$ cat src/pa_pkg.sv
package pa_pkg;

	// Input item opcodes
	localparam logic [1:0] OP_BEGIN  = 2'd0;
	localparam logic [1:0] OP_VERTEX = 2'd1;
	localparam logic [1:0] OP_END    = 2'd2;

	// Primitive kinds selected by a begin item
	localparam logic [1:0] KIND_POINTS = 2'd0;
	localparam logic [1:0] KIND_LIST   = 2'd1;
	localparam logic [1:0] KIND_STRIP  = 2'd2;
	localparam logic [1:0] KIND_FAN    = 2'd3;

	// Result kinds
	localparam logic [1:0] OUT_POINT = 2'd0;
	localparam logic [1:0] OUT_TRI   = 2'd1;
	localparam logic [1:0] OUT_LINE  = 2'd2;

	// Draw modes
	localparam logic [1:0] DRAW_SOLID = 2'd0;
	localparam logic [1:0] DRAW_WIRE  = 2'd1;

	// Configuration register indexes
	localparam logic [1:0] CFG_EMIT_FRONT  = 2'd0;
	localparam logic [1:0] CFG_EMIT_BACK   = 2'd1;
	localparam logic [1:0] CFG_DRAW_MODE   = 2'd2;
	localparam logic [1:0] CFG_TILE_ENABLE = 2'd3;

	// Default index width, vertex reference width and job queue depth
	localparam int INDEX_BITS_DEF = 16;
	localparam int VREF_W         = 16;
	localparam int QUEUE_DEPTH    = 4;

	// Emission steps of one triangle
	localparam logic [2:0] STEP_FIRST     = 3'd0;
	localparam logic [2:0] STEP_FRONT_END = 3'd2;
	localparam logic [2:0] STEP_BACK_BEG  = 3'd3;
	localparam logic [2:0] STEP_LAST      = 3'd5;

	typedef struct packed {
		logic       emit_front;
		logic       emit_back;
		logic [1:0] draw_mode;
		logic       tile_enable;
	} cfg_t;

	// Control part of one queued job
	typedef struct packed {
		logic is_point;
		logic sec;
	} job_ctrl_t;

	localparam int JOB_CTRL_W = $bits(job_ctrl_t);

endpackage

$ cat src/pa_front.sv
module pa_front import pa_pkg::*; #(
	parameter int INDEX_BITS = INDEX_BITS_DEF
) (
	input  logic                  clk,
	input  logic                  arst_n,
	input  cfg_t                  cfg,
	input  logic                  in_valid,
	output logic                  in_ready,
	input  logic [1:0]            in_op,
	input  logic [1:0]            in_kind,
	input  logic [15:0]           in_vidx,
	output logic                  job_valid,
	input  logic                  job_ready,
	output job_ctrl_t             job_ctrl,
	output logic [INDEX_BITS-1:0] job_a,
	output logic [INDEX_BITS-1:0] job_b,
	output logic [INDEX_BITS-1:0] job_c
);

	logic [1:0]            kind_q;
	logic [INDEX_BITS-1:0] first_q, older_q, newer_q;
	logic [1:0]            bpos_q;
	logic [1:0]            seen_q;
	logic [1:0]            lphase_q;
	logic                  lpar_q;
	logic                  tphase_q;

	logic                  accept;
	logic                  is_vertex;
	logic [INDEX_BITS-1:0] v;
	logic                  tri_done;
	logic                  parity;
	logic                  tri_emits;
	logic                  produce;

	assign in_ready  = job_ready;
	assign accept    = in_valid && in_ready;
	assign is_vertex = (in_op == OP_VERTEX);
	assign v         = INDEX_BITS'(in_vidx);

	// Classify the vertex: does it complete a primitive, and with which corners
	always_comb begin
		tri_done = 1'b0;
		parity   = 1'b0;
		job_a    = v;
		job_b    = v;
		job_c    = v;
		case (kind_q) inside
			KIND_POINTS: begin
				job_a = v;
			end
			KIND_LIST: begin
				tri_done = (lphase_q == 2'd2);
				parity   = lpar_q;
				job_a    = older_q;
				job_b    = newer_q;
			end
			KIND_STRIP: begin
				tri_done = (seen_q == 2'd2);
				parity   = ~bpos_q[1];
				if (!bpos_q[0]) begin
					job_a = newer_q;
					job_b = older_q;
				end else begin
					job_a = older_q;
					job_b = newer_q;
				end
			end
			default: begin
				tri_done = (seen_q == 2'd2);
				parity   = ~bpos_q[0];
				job_a    = first_q;
				job_b    = newer_q;
			end
		endcase
	end

	assign tri_emits = (cfg.draw_mode == DRAW_WIRE) ||
		((cfg.draw_mode == DRAW_SOLID) && (cfg.emit_front || cfg.emit_back));

	assign produce = is_vertex && ((kind_q == KIND_POINTS) || (tri_done && tri_emits));

	assign job_valid         = in_valid && produce;
	assign job_ctrl.is_point = (kind_q == KIND_POINTS);
	assign job_ctrl.sec      = cfg.tile_enable && (parity == tphase_q);

	// Advance batch state on each accepted item
	always_ff @(posedge clk or negedge arst_n) begin
		if (!arst_n) begin
			kind_q   <= KIND_POINTS;
			bpos_q   <= '0;
			seen_q   <= '0;
			lphase_q <= '0;
			lpar_q   <= 1'b0;
			tphase_q <= 1'b0;
		end else if (accept) begin
			unique case (in_op) inside
				OP_BEGIN: begin
					kind_q   <= in_kind;
					tphase_q <= ~tphase_q;
					bpos_q   <= '0;
					seen_q   <= '0;
					lphase_q <= '0;
					lpar_q   <= 1'b0;
				end
				OP_END: begin
					bpos_q   <= '0;
					seen_q   <= '0;
					lphase_q <= '0;
					lpar_q   <= 1'b0;
				end
				OP_VERTEX: begin
					if (kind_q == KIND_LIST) begin
						if (lphase_q == 2'd2) begin
							lphase_q <= '0;
							lpar_q   <= ~lpar_q;
						end else begin
							lphase_q <= lphase_q + 2'd1;
						end
					end else if (kind_q != KIND_POINTS) begin
						bpos_q <= bpos_q + 2'd1;
						if (seen_q != 2'd2)
							seen_q <= seen_q + 2'd1;
					end
				end
				default: begin
				end
			endcase
		end
	end

	// Hold the vertex history
	always_ff @(posedge clk) begin
		if (accept && is_vertex) begin
			if (kind_q == KIND_LIST) begin
				if (lphase_q == 2'd0)
					older_q <= v;
				else if (lphase_q == 2'd1)
					newer_q <= v;
			end else if (kind_q != KIND_POINTS) begin
				if (seen_q == 2'd0)
					first_q <= v;
				older_q <= newer_q;
				newer_q <= v;
			end
		end
	end

`ifndef NO_ASSERTIONS
	a_seen_sat: assert property (@(posedge clk) disable iff (!arst_n)
		seen_q != 2'd3)
		else $error("vertex count went past saturation");
	a_list_phase: assert property (@(posedge clk) disable iff (!arst_n)
		lphase_q != 2'd3)
		else $error("list phase out of range");
`endif

endmodule

$ cat src/pa_queue.sv
module pa_queue #(
	parameter int WIDTH = 8,
	parameter int DEPTH = 4
) (
	input  logic             clk,
	input  logic             arst_n,
	input  logic             push_valid,
	output logic             push_ready,
	input  logic [WIDTH-1:0] push_data,
	output logic             pop_valid,
	input  logic             pop_ready,
	output logic [WIDTH-1:0] pop_data
);

	localparam int PTR_W = (DEPTH > 1) ? $clog2(DEPTH) : 1;
	localparam int CNT_W = $clog2(DEPTH + 1);

	logic [WIDTH-1:0] mem_q [DEPTH];
	logic [PTR_W-1:0] wr_q, rd_q;
	logic [CNT_W-1:0] count_q;
	logic             push, pop;

	assign push_ready = (count_q != CNT_W'(DEPTH));
	assign pop_valid  = (count_q != '0);
	assign pop_data   = mem_q[rd_q];
	assign push       = push_valid && push_ready;
	assign pop        = pop_valid && pop_ready;

	// Advance pointers and occupancy
	always_ff @(posedge clk or negedge arst_n) begin
		if (!arst_n) begin
			wr_q    <= '0;
			rd_q    <= '0;
			count_q <= '0;
		end else begin
			if (push)
				wr_q <= (wr_q == PTR_W'(DEPTH - 1)) ? '0 : wr_q + PTR_W'(1);
			if (pop)
				rd_q <= (rd_q == PTR_W'(DEPTH - 1)) ? '0 : rd_q + PTR_W'(1);
			if (push && !pop)
				count_q <= count_q + CNT_W'(1);
			else if (pop && !push)
				count_q <= count_q - CNT_W'(1);
		end
	end

	// Store the item
	always_ff @(posedge clk) begin
		if (push)
			mem_q[wr_q] <= push_data;
	end

`ifndef NO_ASSERTIONS
	a_count_range: assert property (@(posedge clk) disable iff (!arst_n)
		count_q <= CNT_W'(DEPTH))
		else $error("queue occupancy out of range");
`endif

endmodule

$ cat src/pa_back.sv
module pa_back import pa_pkg::*; #(
	parameter int INDEX_BITS = INDEX_BITS_DEF
) (
	input  logic                  clk,
	input  logic                  arst_n,
	input  cfg_t                  cfg,
	input  logic                  job_valid,
	output logic                  job_ready,
	input  job_ctrl_t             job_ctrl,
	input  logic [INDEX_BITS-1:0] job_a,
	input  logic [INDEX_BITS-1:0] job_b,
	input  logic [INDEX_BITS-1:0] job_c,
	output logic                  out_valid,
	input  logic                  out_ready,
	output logic [VREF_W-1:0]     out_vref,
	output logic [1:0]            out_kind,
	output logic                  out_neg,
	output logic                  out_sec,
	output logic                  out_last
);

	logic                  busy_q;
	logic [2:0]            step_q;
	job_ctrl_t             ctrl_q;
	logic [INDEX_BITS-1:0] a_q, b_q, c_q;
	logic                  valid_q;

	logic                  slot_free;
	logic                  emit;
	logic                  wire_mode;
	logic                  final_step;
	logic                  load;
	logic [2:0]            start_step;
	logic [INDEX_BITS-1:0] r_ref;
	logic [1:0]            r_kind;
	logic                  r_neg;
	logic                  r_sec;

	assign slot_free = !valid_q || out_ready;
	assign emit      = busy_q && slot_free;
	assign wire_mode = (cfg.draw_mode == DRAW_WIRE);

	always_comb begin
		if (ctrl_q.is_point)
			final_step = 1'b1;
		else if (wire_mode || cfg.emit_back)
			final_step = (step_q == STEP_LAST);
		else
			final_step = (step_q == STEP_FRONT_END);
	end

	assign load      = job_valid && (!busy_q || (emit && final_step));
	assign job_ready = load;

	assign start_step = (!job_ctrl.is_point && !wire_mode && !cfg.emit_front) ?
		STEP_BACK_BEG : STEP_FIRST;

	// Select the result for the current step
	always_comb begin
		r_ref  = a_q;
		r_kind = OUT_POINT;
		r_neg  = 1'b0;
		r_sec  = 1'b0;
		if (!ctrl_q.is_point) begin
			if (wire_mode) begin
				r_kind = OUT_LINE;
				case (step_q) inside
					3'd1, 3'd2: r_ref = b_q;
					3'd3, 3'd4: r_ref = c_q;
					default:    r_ref = a_q;
				endcase
			end else begin
				r_kind = OUT_TRI;
				r_sec  = ctrl_q.sec;
				r_neg  = (step_q >= STEP_BACK_BEG);
				case (step_q) inside
					3'd1, 3'd5: r_ref = b_q;
					3'd2, 3'd4: r_ref = c_q;
					default:    r_ref = a_q;
				endcase
			end
		end
	end

	// Step through the job and hold the output register
	always_ff @(posedge clk or negedge arst_n) begin
		if (!arst_n) begin
			busy_q  <= 1'b0;
			step_q  <= STEP_FIRST;
			valid_q <= 1'b0;
		end else begin
			if (slot_free)
				valid_q <= busy_q;
			if (load) begin
				busy_q <= 1'b1;
				step_q <= start_step;
			end else if (emit) begin
				if (final_step)
					busy_q <= 1'b0;
				else
					step_q <= step_q + 3'd1;
			end
		end
	end

	// Capture job and result payload
	always_ff @(posedge clk) begin
		if (load) begin
			ctrl_q <= job_ctrl;
			a_q    <= job_a;
			b_q    <= job_b;
			c_q    <= job_c;
		end
		if (emit) begin
			out_vref <= VREF_W'(r_ref);
			out_kind <= r_kind;
			out_neg  <= r_neg;
			out_sec  <= r_sec;
			out_last <= final_step;
		end
	end

	assign out_valid = valid_q;

`ifndef NO_ASSERTIONS
	a_step_range: assert property (@(posedge clk) disable iff (!arst_n)
		busy_q |-> step_q <= STEP_LAST)
		else $error("emission step out of range");
	a_point_single: assert property (@(posedge clk) disable iff (!arst_n)
		(busy_q && ctrl_q.is_point) |-> step_q == STEP_FIRST)
		else $error("point job advanced past its single result");
`endif

endmodule

$ cat src/primitive_assembler.sv
// Primitive assembler on vertex indices.
// Path: an accepted item's job is written into the job queue, loaded into the emitter,
// and its first result is registered in the output register. Throughput: while the
// receiver is ready, the emitter gives one result per cycle (1 per point, 3 per solid
// face, 6 per wireframe triangle); items enter every cycle while the job queue has room.
// Reset: arst_n clears batch state, queue, emitter and configuration at once.
module primitive_assembler import pa_pkg::*; #(
	parameter int INDEX_BITS = INDEX_BITS_DEF
) (
	input  logic        clk,
	input  logic        arst_n,
	input  logic        cfg_we,
	input  logic [1:0]  cfg_index,
	input  logic [1:0]  cfg_wdata,
	input  logic        s_axis_tvalid,
	output logic        s_axis_tready,
	input  logic [15:0] s_axis_tdata,  // vertex_index
	input  logic [3:0]  s_axis_tuser,  // opcode[1:0], prim_kind[3:2]
	output logic        m_axis_tvalid,
	input  logic        m_axis_tready,
	output logic [15:0] m_axis_tdata,  // vertex_ref
	output logic [3:0]  m_axis_tuser,  // out_kind[1:0], negate_normal[2], second_color[3]
	output logic        m_axis_tlast
);

	localparam int JOB_W = JOB_CTRL_W + 3 * INDEX_BITS;

	cfg_t                  cfg_q;
	logic                  fq_valid, fq_ready, qb_valid, qb_ready;
	job_ctrl_t             f_ctrl, b_ctrl;
	logic [INDEX_BITS-1:0] f_a, f_b, f_c, b_a, b_b, b_c;
	logic [JOB_W-1:0]      q_in, q_out;

	// Hold configuration registers
	always_ff @(posedge clk or negedge arst_n) begin
		if (!arst_n) begin
			cfg_q.emit_front  <= 1'b1;
			cfg_q.emit_back   <= 1'b0;
			cfg_q.draw_mode   <= DRAW_SOLID;
			cfg_q.tile_enable <= 1'b0;
		end else if (cfg_we) begin
			unique case (cfg_index)
				CFG_EMIT_FRONT:  cfg_q.emit_front  <= cfg_wdata[0];
				CFG_EMIT_BACK:   cfg_q.emit_back   <= cfg_wdata[0];
				CFG_DRAW_MODE:   cfg_q.draw_mode   <= cfg_wdata;
				CFG_TILE_ENABLE: cfg_q.tile_enable <= cfg_wdata[0];
				default: begin
				end
			endcase
		end
	end

	pa_front #(.INDEX_BITS(INDEX_BITS)) u_front (
		.clk       (clk),
		.arst_n    (arst_n),
		.cfg       (cfg_q),
		.in_valid  (s_axis_tvalid),
		.in_ready  (s_axis_tready),
		.in_op     (s_axis_tuser[1:0]),
		.in_kind   (s_axis_tuser[3:2]),
		.in_vidx   (s_axis_tdata),
		.job_valid (fq_valid),
		.job_ready (fq_ready),
		.job_ctrl  (f_ctrl),
		.job_a     (f_a),
		.job_b     (f_b),
		.job_c     (f_c)
	);

	assign q_in = {f_ctrl, f_a, f_b, f_c};

	pa_queue #(.WIDTH(JOB_W), .DEPTH(QUEUE_DEPTH)) u_queue (
		.clk        (clk),
		.arst_n     (arst_n),
		.push_valid (fq_valid),
		.push_ready (fq_ready),
		.push_data  (q_in),
		.pop_valid  (qb_valid),
		.pop_ready  (qb_ready),
		.pop_data   (q_out)
	);

	assign {b_ctrl, b_a, b_b, b_c} = q_out;

	pa_back #(.INDEX_BITS(INDEX_BITS)) u_back (
		.clk       (clk),
		.arst_n    (arst_n),
		.cfg       (cfg_q),
		.job_valid (qb_valid),
		.job_ready (qb_ready),
		.job_ctrl  (b_ctrl),
		.job_a     (b_a),
		.job_b     (b_b),
		.job_c     (b_c),
		.out_valid (m_axis_tvalid),
		.out_ready (m_axis_tready),
		.out_vref  (m_axis_tdata),
		.out_kind  (m_axis_tuser[1:0]),
		.out_neg   (m_axis_tuser[2]),
		.out_sec   (m_axis_tuser[3]),
		.out_last  (m_axis_tlast)
	);

endmodule

$ cat config.mk
export PLATFORM = sky130hd
export DESIGN_NAME = primitive_assembler
export DESIGN_NICKNAME = d
export VERILOG_FILES = /design/src/pa_pkg.sv /design/src/pa_front.sv /design/src/pa_queue.sv /design/src/pa_back.sv /design/src/primitive_assembler.sv
export SDC_FILE = /design/constraint.sdc
export NUM_CORES = 1
export LEC_CHECK = 0
export ABC_AREA = 0
export BUFFER_PORTS_ARGS = -buffer_cell sky130_fd_sc_hd__buf_2
export CORE_MARGIN = 2
export CORE_UTILIZATION = 50
export CTS_BUF_LIST = sky130_fd_sc_hd__clkbuf_16
export DETAILED_ROUTE_END_ITERATION = 8
export PLACE_DENSITY = 0.73
export SYNTH_ARGS = -nofsm -noshare
export SYNTH_HDL_FRONTEND = slang
export SYNTH_SLANG_ARGS = --single-unit
$ cat constraint.sdc
create_clock -name clk -period 10.75 [get_ports clk]
set_input_delay 0 -clock clk [delete_from_list [all_inputs] [get_ports clk]]
set_output_delay 0 -clock clk [all_outputs]
set_load 0.01 [all_outputs]
Yosys cells after proc, flatten, opt, wreduce, memory -nomap -nowiden
Memories as Yosys holds them, arrays and structs flattened.
Cells that the tools add are included.
{"block": "op_classes", "n_bitwise": 5, "order_cmp": 1, "eq_ne": 30, "muxes": 55, "addsub": 8, "reduce_logical": 62}
{"cell": "16-bit 2-to-1 mux", "count": 21}
{"cell": "2-bit 2-to-1 mux", "count": 11}
{"cell": "2-bit inequality test (second input constant)", "count": 10}
{"cell": "2-bit == test (second input constant)", "count": 8}
{"cell": "1-bit logical AND", "count": 16}
{"cell": "4-bit AND reduction", "count": 4}
{"cell": "3-bit 2-to-1 mux", "count": 5}
{"cell": "1-bit 2-to-1 mux", "count": 14}
{"cell": "2-bit AND reduction", "count": 7}
{"cell": "2-bit logical NOT", "count": 6}
{"cell": "2-bit one-hot mux with 2 select lines", "count": 3}
{"cell": "2-bit nonzero test", "count": 6}
{"cell": "2-bit OR reduction", "count": 6}
{"cell": "2-bit by 1-bit adder with 2-bit output (second input constant)", "count": 5}
{"cell": "2-bit by 1-bit == test with 1-bit output (second input constant)", "count": 5}
{"cell": "1-bit logical NOT", "count": 7}
{"cell": "3-bit by 1-bit adder with 3-bit output (second input constant)", "count": 2}
{"cell": "3-bit by 2-bit == test with 1-bit output (second input constant)", "count": 2}
{"cell": "3-bit == test (second input constant)", "count": 2}
{"cell": "1-bit logical OR", "count": 6}
{"cell": "3-bit AND reduction", "count": 2}
{"cell": "1-bit NOT", "count": 5}
{"cell": "5-bit AND reduction", "count": 1}
{"cell": "3-bit by 1-bit == test with 1-bit output (second input constant)", "count": 1}
{"cell": "other kinds (6)", "count": 6}
{"block": "word_totals", "memories": 1, "wordCells": 191, "reg_bits": 146, "output_inout_bits": 23, "in_bits": 29, "ramBits": 200}
{"name": "u_queue.mem_q", "depth": 4, "width": 50, "read_ports": 1, "rd_ports_with_merged_regs": 0, "wr": 1, "line": "pa_queue.sv:18", "source": "logic [WIDTH-1:0] mem_q [DEPTH];"}

Depth between registers and ports, before layout
{"block": "logic_depth", "word_depth": 12, "ltp_mapped": 12, "ltp_nobuf": 12}

Modules after synthesis
A second synthesis with hierarchy kept.
{"block": "hier_totals", "hier_cells": 884, "area_unflattened_um2": 14779.2}
{"module": "pa_queue", "cells_each": 299, "seq_area_each_um2": 6180.9, "area_per_inst_um2": 7716.2, "n_inst": 1}
{"module": "pa_back", "cells_each": 284, "seq_area_each_um2": 2257.2, "area_per_inst_um2": 3583.4, "n_inst": 1}
{"module": "pa_front", "cells_each": 287, "seq_area_each_um2": 1691.6, "area_per_inst_um2": 3269.4, "n_inst": 1}
{"module": "primitive_assembler", "cells_each": 14, "seq_area_each_um2": 126.4, "area_per_inst_um2": 210.2, "n_inst": 1}

Worst setup path after synthesis
OpenSTA, ideal clock, no wires.
{"block": "synth_timing", "path_kind": "register to register", "from": "register u_back.step_q[0]", "to": "register u_queue.count_q[1]", "setup_time_ns": 0.125, "arrival_time_ns": 3.701, "stages_incl_launch_ff": 11, "n_path_buf": 0, "setup_slack_ns": 6.924, "synth_period_minus_slack_ns": 3.826, "required_time_ns": 10.625, "path_cell_list": "dfrtp_1 -> inv_1 -> ha_1 -> nor4b_2 -> nor3_2 -> o22ai_2 -> inv_1 -> ha_1 -> inv_1 -> fa_1 -> mux2_2"}
{"block": "synth_via", "elab_chain_len": 10, "elab_cells_between_ends": 13, "cone_classes": "eq/ne (2); mux (3); reduce/logical (8)"}
{"item": "start: declaration", "line": "pa_back.sv:23", "source": "logic [2:0] step_q;"}
{"item": "start signal: assignment", "line": "pa_back.sv:96", "source": "step_q <= start_step;"}
{"item": "start signal: assignment", "line": "pa_back.sv:101", "source": "step_q <= step_q + 3'd1;"}
{"item": "3-bit by 2-bit == test with 1-bit output / 3-bit == test (equally long branches)", "line": "pa_back.sv:49, pa_back.sv:47"}
{"item": "1-bit 2-to-1 mux (*)", "line": "pa_back.sv:46", "source": "else if (wire_mode || cfg.emit_back)"}
{"item": "1-bit 2-to-1 mux (*)", "line": "pa_back.sv:44", "source": "if (ctrl_q.is_point)"}
{"item": "1-bit logical AND (*)", "line": "pa_back.sv:52", "source": "assign load = job_valid && (!busy_q || (emit && final_step));"}
{"item": "1-bit logical OR (*)", "line": "pa_back.sv:52"}
{"item": "1-bit logical AND (*)", "line": "pa_back.sv:52"}
{"item": "via qb_ready", "line": "primitive_assembler.sv:29", "source": "logic fq_valid, fq_ready, qb_valid, qb_ready;"}
{"item": "1-bit logical AND (*)", "line": "pa_queue.sv:27", "source": "assign pop = pop_valid && pop_ready;"}
{"item": "1-bit logical NOT", "line": "pa_queue.sv:40", "source": "if (push && !pop)"}
{"item": "1-bit logical AND", "line": "pa_queue.sv:40"}
{"item": "3-bit 2-to-1 mux / 2-bit nonzero test (equally long branches)"}
{"item": "end signal: assignment", "line": "pa_queue.sv:41", "source": "count_q <= count_q + CNT_W'(1);"}
{"item": "end signal: assignment", "line": "pa_queue.sv:43", "source": "count_q <= count_q - CNT_W'(1);"}
{"item": "end: declaration", "line": "pa_queue.sv:20", "source": "logic [CNT_W-1:0] count_q;"}
Mark *: on every way through the listed nets, which the timed path passes. The rest lies on a longest branch.
A chain may end at the register's enable or synchronous reset.

Worst setup path in the final report
Same ends and word-level chain as after synthesis.

==> impl_metrics.csv <==
group,metric,value,unit
clocking,cts_setup_buffers,0,
grt,grt_pass1_wl,41900,µm
timing,maxSlewHeadroom,0.141,
grt,antenna_found_initial,0,
yosys,avgSynthCellArea,17.7,µm²
timing,finalClockSkew,0.0132,ns
drt,vias,7383,
setup_path,arrival,3.65,ns
yosys,ys_warn_count,0,
drt,via_per_inst,5.60,
setup_path,criticalPathCategory,"register to register",
yosys,syn_inst,822,
setup_path,cp_max_fo,55,
die,io_pins,52,
clocking,insertion_delay,0.50,ns
yosys,ys_seq_area_frac,0.705,
clocking,cts_root_buf,"clkbuf_16",
clocking,cts_tree,"done",
grt,grt_max_degree,56,
grt,grt_usage,0.177,
clocking,cts.path.max_buffers,3,
yosys,syn-num-nets,866,
power_and_ir_drop,ir_drop,0.000127,V
drt,wl_per_cell,19.9,µm
power_and_ir_drop,power.leakage,5.72,nW
drt,drc,0,
layout,final_util,0.579,
placement,place.gp.congestion,0.735,
layout,n_antenna_cell,0,
timing,hold_viol_final,0,
setup_path,start_kind,"register",
clocking,clock_sinks,346,
yosys,yosysTopAreaCellShare,0.659,
timing,post-route-min-period,3.27,ns
timing,fin_crit_sh,0.305,
grt,grt_pass1_vias,7225,
power_and_ir_drop,power.total,4.33,mW
layout,final_nets,958,
yosys,yosysUniqueCellTypes,46,
timing,fin_tns_setup,0,ns
timing,max_freq,305,MHz
timing,slew_viol_final,0,
timing,hold_ws,0.0782,ns
yosys,synth_area,0.0145,mm²
job,maxCapViolCount,0,
yosys,ys_ff_latch,346,
die,die_area,0.0305,mm²
hold_path,hold_path_class,"input pin to async pin",
clocking,clkTransAtPathRegs,0.06,ns
drt,drt_iter0_markers,732,
run_status,status,"completed",
clocking,htreeDepth,2,
setup_path,worstPathRequired,11.13,ns
power_and_ir_drop,power_density,261,mW/mm²
timing,setup_viol,0,
layout,syn2layout_area_growth,14.2,%
die,die_w,175,µm
drt,dr.pass1.iters,5,
layout,drive_above_1_share,0.257,
placement,port_buffers,51,
clocking,numCtsBuffers,36,
grt,grt_overflow_total,0,
die,dieHeight,175,µm
drt,postRouteAntennaNets,0,
yosys,synth_area_leader_cell,"edfxtp_1",
die,rows,62,
die,core_area,0.0287,mm²
yosys,synthTopCellsByArea,"edfxtp_1 (66%), mux4_2 (10%), dfrtp_1 (4.5%), mux2i_1 (3.6%), mux2_2 (3.4%)",
drt,postRouteWirelength,26300,µm
timing,grt_setup_unrepaired,"no",
setup_path,endpoint_kind,"register",
die,initial_core_util,0.506,
placement,hpwl,16600,µm
timing,worst_pin_slew,1.29,ns
layout,n_fill_cell,2176,
==> per-layer routing <==
| layer | global-route usage | up-vias | part of all wire |
|---|---|---|---|
| li1 | - | 3421 | - |
| met1 | 0.283 | 3718 | 0.48 |
| met2 | 0.254 | 210 | 0.44 |
| met3 | 0.0346 | 34 | 0.061 |
| met4 | 0.0420 | 0 | 0.015 |
| met5 | 0 | - | 0 |
==> what timing repair did <==
| item | 4_1_cts | 5_1_grt |
|---|---|---|
| hold buffers | 33 | 0 |
| hold endpoints to repair | 156 | 0 |
| gates resized for setup | 0 | 0 |
==> worst max-delay path, stage by stage (launching register included) <==
cell and delay (ns):
dfrtp_1 0.46, inv_1 0.12, ha_1 0.26, nor4b_2 0.37, nor3_2 0.15, o22ai_4 0.15, buf_4 0.56, inv_1 0.10
ha_1 0.24, inv_1 0.07, fa_1 0.40, mux2_2 0.26
==> area by class of cell <==
cell class / instances / area, µm² / share of cell area
inverters: 14 / 52.6 / 0.00316
clock inverters: 21 / 145 / 0.00874
clock buffers: 37 / 926 / 0.0558
well taps: 384 / 480 / 0.0289
flip-flops and latches: 346 / 10300 / 0.618
multi-input cells: 418 / 4050 / 0.244
repair buffers: 98 / 691 / 0.0416
==> layout by cell type (no fill, tap or decap), types with 3 or more instances in the layout <==
cell type	netlist	final
dfrtp_1	26	24
or3_1	3	3
edfxtp_1	319	319
nor3_1	6	5
nor2_1	29	28
nand3_1	3	3
xor2_1	3	3
mux4_2	66	66
buf_2	8	51
and2_1	8	4
nor3_2	2	3
clkbuf_16	0	37
dlygate4sd3_1	0	33
mux2_2	44	44
o21ai_0	50	50
ha_1	14	14
nor2b_1	6	6
nand2_1	59	59
a21oi_1	18	18
a211oi_1	20	19
o21ai_1	5	5
mux2i_1	52	52
clkinv_1	0	8
inv_1	14	21
buf_4	3	14
nand2b_1	6	6
and2_2	0	4
==> registers in the layout, summed over array words and instances, names as in the netlist, 2 cells and up <==
name	count
u_back.c_q	16
u_front.first_q	16
u_queue.mem_q	200
u_back.ctrl_q	2
u_queue.rd_q	2
u_front.older_q	16
u_front.lphase_q	2
u_back.out_vref	16
u_front.newer_q	16
u_back.out_kind	2
cfg_q	5
u_queue.wr_q	2
u_back.step_q	3
u_front.bpos_q	2
u_queue.count_q	3
u_back.b_q	16
u_back.a_q	16
u_front.kind_q	2
u_front.seen_q	2
==> Yosys cell counts, drive strengths merged <==
| library cell | count |
|---|---|
| a211oi | 20 |
| a21oi | 18 |
| a221oi | 1 |
| a22o | 2 |
| a31oi | 1 |
| and2 | 8 |
| buf | 19 |
| clkbuf | 25 |
| dfrtp | 26 |
| dfstp | 1 |
| edfxtp | 319 |
| fa | 1 |
| ha | 14 |
| inv | 14 |
| mux2 | 44 |
| mux2i | 54 |
| mux4 | 66 |
| nand2 | 59 |
| nand2b | 6 |
| nand3 | 3 |
| nand3b | 2 |
| nor2 | 29 |
| nor2b | 6 |
| nor3 | 8 |
| nor3b | 1 |
| nor4b | 2 |
| o211a | 1 |
| o211ai | 1 |
| o21a | 1 |
| o21ai | 55 |
| o21bai | 1 |
| o22ai | 1 |
| o31ai | 1 |
| o32ai | 1 |
| or2 | 1 |
| or3 | 4 |
| or3b | 1 |
| xnor2 | 2 |
| xor2 | 3 |
==> through the flow <==
| step | setup WS [ns] | area, µm² | instances |
|---|---|---|---|
| 2_1_floorplan | 6.92 | 14500 | 822 |
| 3_3_place_gp | 7.52 | 15200 | 1227 |
| 3_5_place_dp | 7.48 | 15200 | 1227 |
| 4_1_cts | 7.45 | 16600 | 1318 |
| 5_1_grt | 7.24 | 16600 | 1318 |
| 6_report | 7.48 | 16600 | 1318 |
==> final timing paths <==
kind                                              startpoint                              to  slack [ns]  cells past startpoint
worst max register to register  u_back.step_q[0]$_DFFE_PN0P_  u_queue.count_q[1]$_DFFE_PN0P_        7.48                     11
worst min-delay path                                  arst_n       u_back.busy_q$_DFFE_PN0P_        0.08                      2
max in group asynchronous                             arst_n     u_queue.rd_q[0]$_DFFE_PN0P_       10.17                      2
min in group clk                             s_axis_tuser[3]   u_front.kind_q[1]$_DFFE_PN0P_        0.29                      3
worst max-delay path            u_back.step_q[0]$_DFFE_PN0P_  u_queue.count_q[1]$_DFFE_PN0P_        7.48                     11
worst min register to register  u_front.tphase_q$_DFFE_PN0P_    u_front.tphase_q$_DFFE_PN0P_        0.49                      1
==> kinds of logic (layout without fill, tap and decap cells) <==
kind of cell	Yosys count	in the layout	synth area share
DFF	346	346	0.705
muxes	164	164	0.175
and+or+nand+nor	130	130	0.0425
AOI/OAI and AO/OA	104	104	0.0423
buffers and inverters	58	170	0.0180
adders and majority gates	15	15	0.0134
xor gates and xnor gates	5	5	0.00301
==> power by group <==
group | leakage, nW | internal, mW | switching [mW]
clock network | 0.542 | 0.666 | 0.467
logic | 1.93 | 0.551 | 0.685
registers | 3.24 | 1.81 | 0.147
(Power assumes the default switching activity.)
